==> src/rtl/pnc_pkg.sv <==
// Types and constants of the nearest palette colour search.
package pnc_pkg;

   localparam int COMP_W   = 8;
   localparam int IDX_W    = 8;
   localparam int DIST_W   = 18;
   localparam int COLOUR_W = 15;
   localparam int SQ_W     = 2 * COMP_W;

   // largest reachable distance: three components, each off by at most 252
   localparam logic [DIST_W-1:0] DIST_MAX = DIST_W'(3 * 252 * 252);

   localparam logic OP_LOAD  = 1'b0;
   localparam logic OP_MATCH = 1'b1;

   typedef enum logic [2:0] {
      ST_IDLE  = 3'b001,
      ST_SCAN  = 3'b010,
      ST_DRAIN = 3'b100
   } state_type;

   typedef struct packed {
      logic [COMP_W-1:0] blue;
      logic [COMP_W-1:0] green;
      logic [COMP_W-1:0] red;
   } rgb_type;

   typedef struct packed {
      logic             valid;
      logic             last;
      logic [IDX_W-1:0] index;
   } scan_ctl_type;

endpackage

==> src/rtl/pnc_dist.sv <==
// Pipelined squared RGB distance: difference, square, then sum.
module pnc_dist (
   input  logic                          clock,
   input  logic                          reset,
   input  pnc_pkg::rgb_type              query,
   input  pnc_pkg::rgb_type              entry,
   input  pnc_pkg::scan_ctl_type         ctl_in,
   output logic [pnc_pkg::DIST_W-1:0]    dist_sq,
   output pnc_pkg::scan_ctl_type         ctl_out
);
   import pnc_pkg::*;

   function automatic logic [COMP_W-1:0] abs_diff(input logic [COMP_W-1:0] a,
                                                  input logic [COMP_W-1:0] b);
      return (a >= b) ? (a - b) : (b - a);
   endfunction

   rgb_type                  diff_ff, diff_in;
   scan_ctl_type             ctl_a_ff, ctl_b_ff;
   logic [SQ_W-1:0]          sq_r_ff, sq_g_ff, sq_b_ff;
   logic [SQ_W-1:0]          sq_r_in, sq_g_in, sq_b_in;

   always_comb begin
      diff_in.red   = abs_diff(query.red,   entry.red);
      diff_in.green = abs_diff(query.green, entry.green);
      diff_in.blue  = abs_diff(query.blue,  entry.blue);
      sq_r_in = SQ_W'(diff_ff.red)   * SQ_W'(diff_ff.red);
      sq_g_in = SQ_W'(diff_ff.green) * SQ_W'(diff_ff.green);
      sq_b_in = SQ_W'(diff_ff.blue)  * SQ_W'(diff_ff.blue);
   end

   always_ff @(posedge clock) begin
      if (reset) begin
         ctl_a_ff.valid <= 1'b0;
         ctl_b_ff.valid <= 1'b0;
      end else begin
         ctl_a_ff.valid <= ctl_in.valid;
         ctl_b_ff.valid <= ctl_a_ff.valid;
      end
      ctl_a_ff.last  <= ctl_in.last;
      ctl_a_ff.index <= ctl_in.index;
      ctl_b_ff.last  <= ctl_a_ff.last;
      ctl_b_ff.index <= ctl_a_ff.index;
      diff_ff <= diff_in;
      sq_r_ff <= sq_r_in;
      sq_g_ff <= sq_g_in;
      sq_b_ff <= sq_b_in;
   end

   assign dist_sq = DIST_W'(sq_r_ff) + DIST_W'(sq_g_ff) + DIST_W'(sq_b_ff);
   assign ctl_out = ctl_b_ff;

endmodule

==> config.mk <==
export PLATFORM = sky130hd
export DESIGN_NAME = pnc_dist
export DESIGN_NICKNAME = d
export VERILOG_FILES = /design/src/rtl/pnc_pkg.sv /design/src/rtl/pnc_dist.sv
export SDC_FILE = /design/constraint.sdc
export NUM_CORES = 1
export LEC_CHECK = 0
export BUFFER_PORTS_ARGS = -buffer_cell sky130_fd_sc_hd__buf_2
export CAP_MARGIN = 15
export CORE_UTILIZATION = 57
export CTS_BUF_LIST = sky130_fd_sc_hd__clkbuf_4 sky130_fd_sc_hd__clkbuf_8
export DETAILED_ROUTE_END_ITERATION = 16
export GPL_ROUTABILITY_DRIVEN = 0
export PLACE_DENSITY_LB_ADDON = 0.3
export SETUP_SLACK_MARGIN = 0.3
export SLEW_MARGIN = 20
export SYNTH_ARGS = -nofsm -noshare
export SYNTH_HDL_FRONTEND = slang
export SYNTH_SLANG_ARGS = --single-unit
==> constraint.sdc <==
create_clock -name clock -period 4.28 [get_ports clock]
set_clock_uncertainty 0.1 [all_clocks]
set_input_delay 0.428 -clock clock [delete_from_list [all_inputs] [get_ports clock]]
set_output_delay 0.428 -clock clock [all_outputs]
set_load 0.01 [all_outputs]
==> reports/results.ini <==
[floorplanning]
coreArea_sq_um=16100
floorplan.rows=46
fp.dieH_um=131
die-area_sq_um=17300
io_pins=88
start_util_pct=59.2
die-width_um=131

[drt]
dr.pass1.iters=5
drcViolationCount=0
ant_nets=0
drt_wl_total_mm=19.3
drtIter0Drc=309
routed_via_density=5.21
vias=7200
wl_per_cell_um=13.9

[global_route]
grt_max_degree=18
grt-ovfl-total=0
grt_usage_pct=23.0
antenna_found_initial=0
grt_pass1_wl_mm=32.8
grt_pass1_vias=7521

[cells_and_area]
final_common_cell=inv_1
final_cell_area_sq_um=11300
num-fill-cells=1220
final_cell_count_no_fill=1381
final_cell_mix=172 x inv_1, 133 x ha_1, 94 x fa_1, 87 x buf_2, 65 x dfxtp_1
nets=1465
drive_gt1_share_pct=25.0
syn_to_final_growth_pct=18.7
insertedDiodeCount=0
multi_input_area_sq_um=7410
seqCellArea_sq_um=1860

[clock_tree]
cts-buffers-inserted=9
root_buffer=clkbuf_8
cts_htree_levels=3
cts_hold_buf=0
clock-sinks=89
clock_tree.buffer_depth=2
clk_pin_slew_ns=0.10
clock_latency_ns=0.38
cts_tree=done

[placement]
dp_cells=1326
port_buffers=87
pre_cts_ws_ns=0.0353
hpwlAfterDp_mm=14.9
placed_cell_area_sq_um=10400

[synthesis]
ys_types=54
synth-seq-cells=89
yosys_warnings=0
netlist_area_sq_um=9550
synth_area_per_cell_sq_um=9.33
ys_seq_area_share_pct=18.7
synthArstFlopShare_pct=0
netlist_instances=1023
synthFlopType=dfxtp_1
synth_edf_count=0

[hold_path]
holdPathEnd=ctl_a_ff[0]
hold_class=input port to register
hold_depth=1
hp-start=ctl_in[0]

[critical_path]
end_kind=register
cp.arrival_ns=4.35
r2r_slack_ns=0.15
r2r_cells=13
crit_type=register to register
rr_endpoint=sq_b_ff[13]
cp-start-kind=register
path_max_fanout=8
worstPathRequired_ns=4.49
r2r-start=diff_ff[17]

[sta]
fin_crit_sh_pct=96.6
final-hold-violation-count=0
slew_viol_final=0
tightest_slew_ns=0.517
finalSetupViolations=0
fmax_ghz=0.242
min_period_ns=4.13
layout_setup_ws_ns=0.147
relSlewSlack_pct=65.4
setup_tns_ns=0
grt_setup_unrepaired=true

[run_status]
outcome=finished, final reports clean

[run]
cap_violations=0

logic make-up after synthesis:
family	count (synthesis)	synth area share, %
buf+inv	206	8.26
simple gates	192	10.7
compound gates	186	12.7
fa+ha+maj	245	39.7
other cells	1	0.0393
flops	89	18.7
mux	24	2.52
xor+xnor	80	7.34
worst max-delay path by stage:
stage / from / end
floorplan: diff_ff[2] / sq_r_ff[13]
global placement: diff_ff[7] / sq_r_ff[13]
detailed placement: diff_ff[3] / sq_r_ff[13]
CTS: diff_ff[14] / sq_g_ff[13]
global route: diff_ff[19] / sq_b_ff[15]
finish: diff_ff[17] / sq_b_ff[13]
flip-flops by register name (all words and copies together), names as in the netlist:
signal / cells
sq_r_ff: 15
sq_g_ff: 15
sq_b_ff: 15
ctl_out: 10
ctl_a_ff: 10
diff_ff: 24
timing repair:
| item | CTS | global route |
|---|---|---|
| setup endpoints to repair | 16 | 15 |
| pin swaps | 50 | 59 |
| hold endpoints to repair | 0 | 0 |
| resized for setup | 68 | 68 |
| setup buffers | 27 | 12 |
through the flow:
step	utilization (%)	hold slack [ns]
after floorplan	-	0.210
after global placement	64.6	0.211
after detailed placement	64.6	0.216
after CTS	68.3	0.0294
after global routing	70.3	0.0282
final	70.3	0.0497
cells in the mapped netlist, types with 21 or more instances:
cell type,number,area (sq um)
a21o_1,21,158
a21oi_1,57,285
and2_1,66,413
dfxtp_1,89,1780
fa_1,97,1940
ha_1,148,1850
inv_1,189,709
mux2i_1,24,240
nand2_1,39,146
nor2_1,35,131
o21ai_0,37,185
xnor2_1,48,420
xor2_1,32,280
per-layer routing:
metal	vias up	share of wire [%]	track usage, %
met5	-	0	0
met4	0	1.5	6.98
met3	22	4.1	3.16
met2	187	49	40.4
met1	3405	46	29.0
li1	3586	-	-
worst max-delay path: stages, from the launching register on:
cell	delay, ns
dfxtp_4	0.38
and2_4	0.17
fa_1	0.50
fa_1	0.56
inv_2	0.04
fa_1	0.49
fa_1	0.53
inv_2	0.05
ha_4	0.21
o21a_4	0.12
a2111o_1	0.44
a31o_2	0.22
a21oi_2	0.13
xnor2_1	0.12
final cells by class:
class                      count  share of cell area (%)
multi-input combinational    730                    65.4
sequential                    89                    16.4
timing repair buffer         141                    7.49
inverter                     189                    6.39
tap                          216                    2.39
clock buffer                  10                    1.21
clock inverter                 6                   0.696
Power is not shown: default switching activity piles up to over one toggle a cycle in this logic, so the estimate is an artifact.
