[src/rtl/pnc_pkg.sv]
// Types and constants of the nearest palette colour search.
package pnc_pkg;

   localparam int COMP_W   = 8;
   localparam int IDX_W    = 8;
   localparam int DIST_W   = 18;
   localparam int COLOUR_W = 15;
   localparam int SQ_W     = 2 * COMP_W;

   // largest reachable distance: three components, each off by at most 252
   localparam logic [DIST_W-1:0] DIST_MAX = DIST_W'(3 * 252 * 252);

   localparam logic OP_LOAD  = 1'b0;
   localparam logic OP_MATCH = 1'b1;

   typedef enum logic [2:0] {
      ST_IDLE  = 3'b001,
      ST_SCAN  = 3'b010,
      ST_DRAIN = 3'b100
   } state_type;

   typedef struct packed {
      logic [COMP_W-1:0] blue;
      logic [COMP_W-1:0] green;
      logic [COMP_W-1:0] red;
   } rgb_type;

   typedef struct packed {
      logic             valid;
      logic             last;
      logic [IDX_W-1:0] index;
   } scan_ctl_type;

endpackage

[src/rtl/pnc_cell.sv]
// One palette cell: holds an entry, takes a load or its neighbor's entry.
module pnc_cell (
   input  logic             clock,
   input  logic             load_en,
   input  pnc_pkg::rgb_type load_data,
   input  logic             shift_en,
   input  pnc_pkg::rgb_type shift_in,
   output pnc_pkg::rgb_type entry
);
   import pnc_pkg::*;

   rgb_type entry_ff;
   rgb_type entry_in;

   always_comb begin
      entry_in = entry_ff;
      if (load_en) begin
         entry_in = load_data;
      end else if (shift_en) begin
         entry_in = shift_in;
      end
   end

   always_ff @(posedge clock) begin
      entry_ff <= entry_in;
   end

   assign entry = entry_ff;

endmodule

[config.mk]
export PLATFORM = sky130hd
export DESIGN_NAME = pnc_cell
export DESIGN_NICKNAME = d
export VERILOG_FILES = /design/src/rtl/pnc_pkg.sv /design/src/rtl/pnc_cell.sv
export SDC_FILE = /design/constraint.sdc
export NUM_CORES = 1
export LEC_CHECK = 0
export BUFFER_PORTS_ARGS = -buffer_cell sky130_fd_sc_hd__buf_2
export CORE_MARGIN = 2
export CORE_UTILIZATION = 41
export DETAILED_ROUTE_END_ITERATION = 7
export GPL_TIMING_DRIVEN = 0
export PLACE_DENSITY_LB_ADDON = 0.12
export SYNTH_ARGS = -nofsm -noshare
export SYNTH_HDL_FRONTEND = slang
export SYNTH_SLANG_ARGS = --single-unit
[constraint.sdc]
create_clock -name clock -period 1.7 [get_ports clock]
set_clock_uncertainty 0.1 [all_clocks]
set_input_delay 0.255 -clock clock [delete_from_list [all_inputs] [get_ports clock]]
set_output_delay 0.255 -clock clock [all_outputs]
set_load 0.05 [all_outputs]
==> results by group, run 1 <==
Run status
  • Status: finished, final reports clean

Synthesis
  • Post-Syn Nets: just over 100
  • Synth Warn #: 0
  • Syn Area/Cell: between 20 and 25 um2
  • Distinct cells, synth: 6
  • Sequential share of the synthesized area: 0.644
  • Synth Register Bits: 24
  • Synth Cell Area: 0.00112 mm2
  • Mapped Cells: between 50 and 60

Die
  • Die span in x: approximately 56 um
  • Cell Rows: 18
  • I/O pins: between 70 and 80
  • Initial Util: 0.444
  • Die Y-Extent: about 56 um
  • Die ar.: around 0.0032 mm2
  • Core box area: 0.00252 mm2

Final layout
  • P&R area growth vs syn: 40.7%
  • Core Util, Final: 0.625
  • Post-route cell area: roughly 0.0016 mm2
  • Fill cells: between 200 and 250
  • Number of flip-flops in the largest register: 24
  • Layout Nets: 181
  • Share of cells above drive strength 1: 0.806
  • # diodes: 0

Clock network
  • CTS tree: done
  • Root Buffer Master: clkbuf_4
  • H-tree depth: 1
  • Setup bufs post-CTS: 0
  • # resized after CTS: 0
  • Max clock buf depth: 2
  • CTS Buf Count: 3
  • Clock Pin Slew Worst Setup and Hold Paths: about 0.13 ns
  • Hold_buf cts: 0
  • CTS Sinks: 24

STA
  • Final hold vios: 0
  • Pins over their slew limit: 0
  • Achievable clock frequency: roughly 0.69 GHz
  • Slew @ Worst Pin: 0.975 ns
  • Min Tclk post-route: about 1.4 ns
  • RSZ-0062 raised after global routing: no
  • Relative slew slack: 0.350
  • Tcrit/Tclk final: 0.847
  • Hold_ws: between 0.1 and 0.15 ns
  • Final setup violation count: 0
  • Fin Setup TNS: 0 ns

Setup path
  • Worst Path Max Fanout: 24
  • Startpoint class of the critical path: input pin
  • Setup Crit Path Kind: input pin to flip-flop
  • Req. time, crit path: 1.54 ns
  • CP endpoint kind: flip-flop
  • CP max stage delay: 0.75 ns
  • Critical-path top delay cell: or2_1
  • Critical Path AT: 1.28 ns
  • CP cell instances: buf_6, buf_12, or2_1

Drt
  • Initial drt markers: 7
  • DR pass1 iterations: 3
  • Via count: 725
  • Vias/cell: approximately 4.6
  • Final WL: ~2100 um
  • Final ANT Viol Nets: 0
  • DRC: 0
  • Avg WL per Cell: around 13 um

Global route
  • Maximum number of pins on one net before global-route repair: 25
  • GRT Util Overall: 0.128
  • Vias in the first global route: about 760
  • Initial antenna violation count: 0
  • GRT overflow: 0
  • First-pass GRT wire length: ~3100 um

Placement
  • I/O Buffers: between 70 and 80
  • Instance area at placement: between 0.0015 and 0.002 mm2
  • HPWL after DPL: around 1700 um
  • Routability congestion estimate from global placement: ~0.67

Hold path
  • Hold crit path type: input pin to flip-flop
  • Hold Path Stages: 2

Pwr
  • Static Leakage: roughly 0.76 nW
  • P per Cell Area: 1010 mW/mm2
  • Worst vdd ir: approximately 0.0006 V

Job
  • Max_cap viols: 0
[synth_stat cells, drive strengths merged]
library cell / instances / area [um2]
edfxtp: 24 / 721
mux2: 24 / 342
buf: 3 / 51.3
or2: 1 / 6.26
[worst max-delay path: cells and delay by family]
kind                   cells  cell delay [ns]
buffers and inverters      2             0.26
AND/OR/NAND/NOR            1             0.75
[stage by stage]
stage / total power, mW / setup WS [ns] / cells
final: 1.60 / 0.260 / 159
after global routing: 1.66 / 0.172 / 159
after CTS: 1.62 / 0.231 / 159
after detailed placement: 1.22 / -0.116 / 155
after global placement: 1.21 / -0.0836 / 155
after floorplan: 1.09 / 0.118 / 52
[layout by cell type (no fill, tap or decap)]
master / count
buf_2: 73
edfxtp_1: 24
mux2_4: 19
mux2_2: 5
clkbuf_4: 3
buf_12: 2
buf_6: 1
or2_1: 1
bufinv_16: 1
[final cells by class]
type                       count  area, um2  share of cell area
tap                           30       37.5              0.0238
multi-input combinational     25        348               0.221
buffer                         3       51.3              0.0326
clock buffer                   3       22.5              0.0143
clock inverter                 1       30.0              0.0191
timing repair buffer          73        365               0.232
sequential                    24        721               0.458
[routing by layer]
layer / part of all wire / track usage / vias up
met3: 0.078 / 0.0323 / 0
met2: 0.61 / 0.282 / 36
met4: 0 / 0.0306 / 0
li1: - / - / 355
met5: 0 / 0 / -
met1: 0.31 / 0.105 / 334
[logic make-up (layout without fill, tap and decap cells)]
logic type,Yosys count,in the layout,share of synthesized area
flip-flops,24,24,0.644
multiplexers,24,24,0.305
buffers and inverters,3,80,0.0458
AND/OR/NAND/NOR,1,1,0.00559
[worst paths after layout]
kind	from	endpoint	slack (ns)
worst min-delay path	shift_in[3]	entry[3]$_DFFE_PP_	0.14
worst max-delay path	load_en	entry[19]$_DFFE_PP_	0.26
[where the power goes]
| group | internal [mW] | switching, mW |
|---|---|---|
| Clock | 0.238 | 0.163 |
| Sequential | 0.726 | 0.0142 |
| Combinational | 0.154 | 0.302 |
| Total | 1.12 | 0.480 |
(Power assumes the default switching activity.)
==> inputs of run 2 (changes only) <==
==> constraint.sdc (replaced) <==
create_clock -name clock -period 1.5 [get_ports clock]
set_clock_uncertainty 0.1 [all_clocks]
set_input_delay 0.225 -clock clock [delete_from_list [all_inputs] [get_ports clock]]
set_output_delay 0.225 -clock clock [all_outputs]
set_load 0.05 [all_outputs]
==> results by group, run 2 (same netlist as run 1, synthesis figures left out) <==
Run status
  • Status: finished, final reports clean

STA
  • Relative slew slack: 0.640
  • Pins over their slew limit: 0
  • Final setup violation count: 0
  • Hold_ws: roughly 0.11 ns
  • RSZ-0062 raised after global routing: no
  • Min Tclk post-route: about 1.2 ns
  • Final hold vios: 0
  • Fin Setup TNS: 0 ns
  • Tcrit/Tclk final: 0.828
  • Slew @ Worst Pin: about 0.54 ns
  • Achievable clock frequency: between 0.8 and 0.9 GHz

Die
  • Cell Rows: 18
  • Die Y-Extent: 56.3 um
  • Die span in x: 56.3 um
  • Core box area: 0.00252 mm2
  • I/O pins: between 70 and 80
  • Initial Util: 0.444
  • Die ar.: between 0.003 and 0.004 mm2

Clock network
  • CTS tree: done
  • CTS Buf Count: 3
  • # resized after CTS: 0
  • CTS Sinks: 24
  • H-tree depth: 1
  • Max clock buf depth: 2
  • Setup bufs post-CTS: 0
  • Hold_buf cts: 0
  • Clock Pin Slew Worst Setup and Hold Paths: 0.12 ns
  • Root Buffer Master: clkbuf_4

Pwr
  • Sw Pwr: between 0.5 and 0.6 mW
  • Worst vdd ir: approximately 0.00064 V
  • Total power: 1.63 mW
  • Internal: 1.09 mW
  • Reg power frac: 0.515
  • Switching share of power: 0.329
  • P per Cell Area: between 1000 and 1500 mW/mm2
  • Power share of the clock group: 0.167
  • Static Leakage: between 0.7 and 0.8 nW
  • Combinational Power Share: 0.318

Drt
  • DRC: 0
  • Final ANT Viol Nets: 0
  • Final WL: around 2100 um
  • Avg WL per Cell: between 10 and 15 um
  • Initial drt markers: 10
  • Via count: 742
  • Vias/cell: around 4.7
  • DR pass1 iterations: 3

Final layout
  • Post-route cell area: about 0.0015 mm2
  • Fill cells: between 200 and 250
  • Most frequent cells in the layout: buf_2 (73), edfxtp_1 (24), mux2_4 (19)
  • P&R area growth vs syn: 38.0%
  • Most common cell after layout, fill and taps aside: buf_2
  • # diodes: 0
  • Number of flip-flops in the largest register: 24
  • Layout Nets: roughly 180
  • Core Util, Final: 0.613
  • Share of cells above drive strength 1: 0.813

Setup path
  • Worst path bufs/invs: 1
  • Startpoint class of the critical path: flip-flop
  • CP endpoint kind: output pin
  • Worst Path Max Fanout: 1
  • Top delay family on crit path: flip-flops
  • Critical-path top delay cell: edfxtp_1
  • Setup Crit Path Kind: flip-flop to output pin
  • CP max stage delay: 0.40 ns
  • Critical Path AT: a little over 0.9 ns
  • CP cell instances: buf_2
  • Req. time, crit path: between 1 and 1.5 ns

Placement
  • Routability congestion estimate from global placement: between 0.6 and 0.7
  • Instance area at placement: roughly 0.0015 mm2
  • I/O Buffers: between 70 and 80
  • HPWL after DPL: between 1500 and 2000 um

Global route
  • GRT overflow: 0
  • First-pass GRT wire length: roughly 3300 um
  • Vias in the first global route: 796
  • Initial antenna violation count: 0
  • GRT Util Overall: 0.132
  • Maximum number of pins on one net before global-route repair: 25

Job
  • Max_cap viols: 0

Hold path
  • Hold crit path type: input pin to flip-flop
## run 2: worst paths after layout
kind,startpoint,end,slack (ns),cells after the start
worst max-delay path,entry[16]$_DFFE_PP_,entry[16],0.26,1
worst min-delay path,shift_in[11],entry[11]$_DFFE_PP_,0.11,2
## run 2: final cells by class
class / instances / area [um2] / share of cell area
clock buffers: 3 / 22.5 / 0.0146
flip-flops and latches: 24 / 721 / 0.466
repair buffers: 73 / 365 / 0.236
plain buffers: 3 / 51.3 / 0.0332
multi-input cells: 25 / 348 / 0.225
well taps: 30 / 37.5 / 0.0243
## run 2: stage by stage
| stage | worst slack (ns) | instances |
|---|---|---|
| after global placement | 0.0467 | 155 |
| after global routing | 0.194 | 158 |
| after detailed placement | 0.0325 | 155 |
| after CTS | 0.241 | 158 |
| final | 0.258 | 158 |
| after floorplan | 0.134 | 52 |
## run 2: power groups by stage
stage	clock (mW)	combinational, mW	sequential [mW]
after global routing	0.309	0.539	0.845
after global placement	0	0.515	0.852
after detailed placement	0	0.522	0.855
final	0.272	0.517	0.837
after CTS	0.279	0.523	0.839
after floorplan	0	0.114	1.12
## run 2: layer usage
metal | GRT usage | vias to the layer above | routed length, um
met5 | 0 | - | 0
met4 | 0.0544 | 0 | 12
met3 | 0.0346 | 2 | 158
met2 | 0.269 | 43 | 1190
met1 | 0.119 | 341 | 687
li1 | - | 356 | -
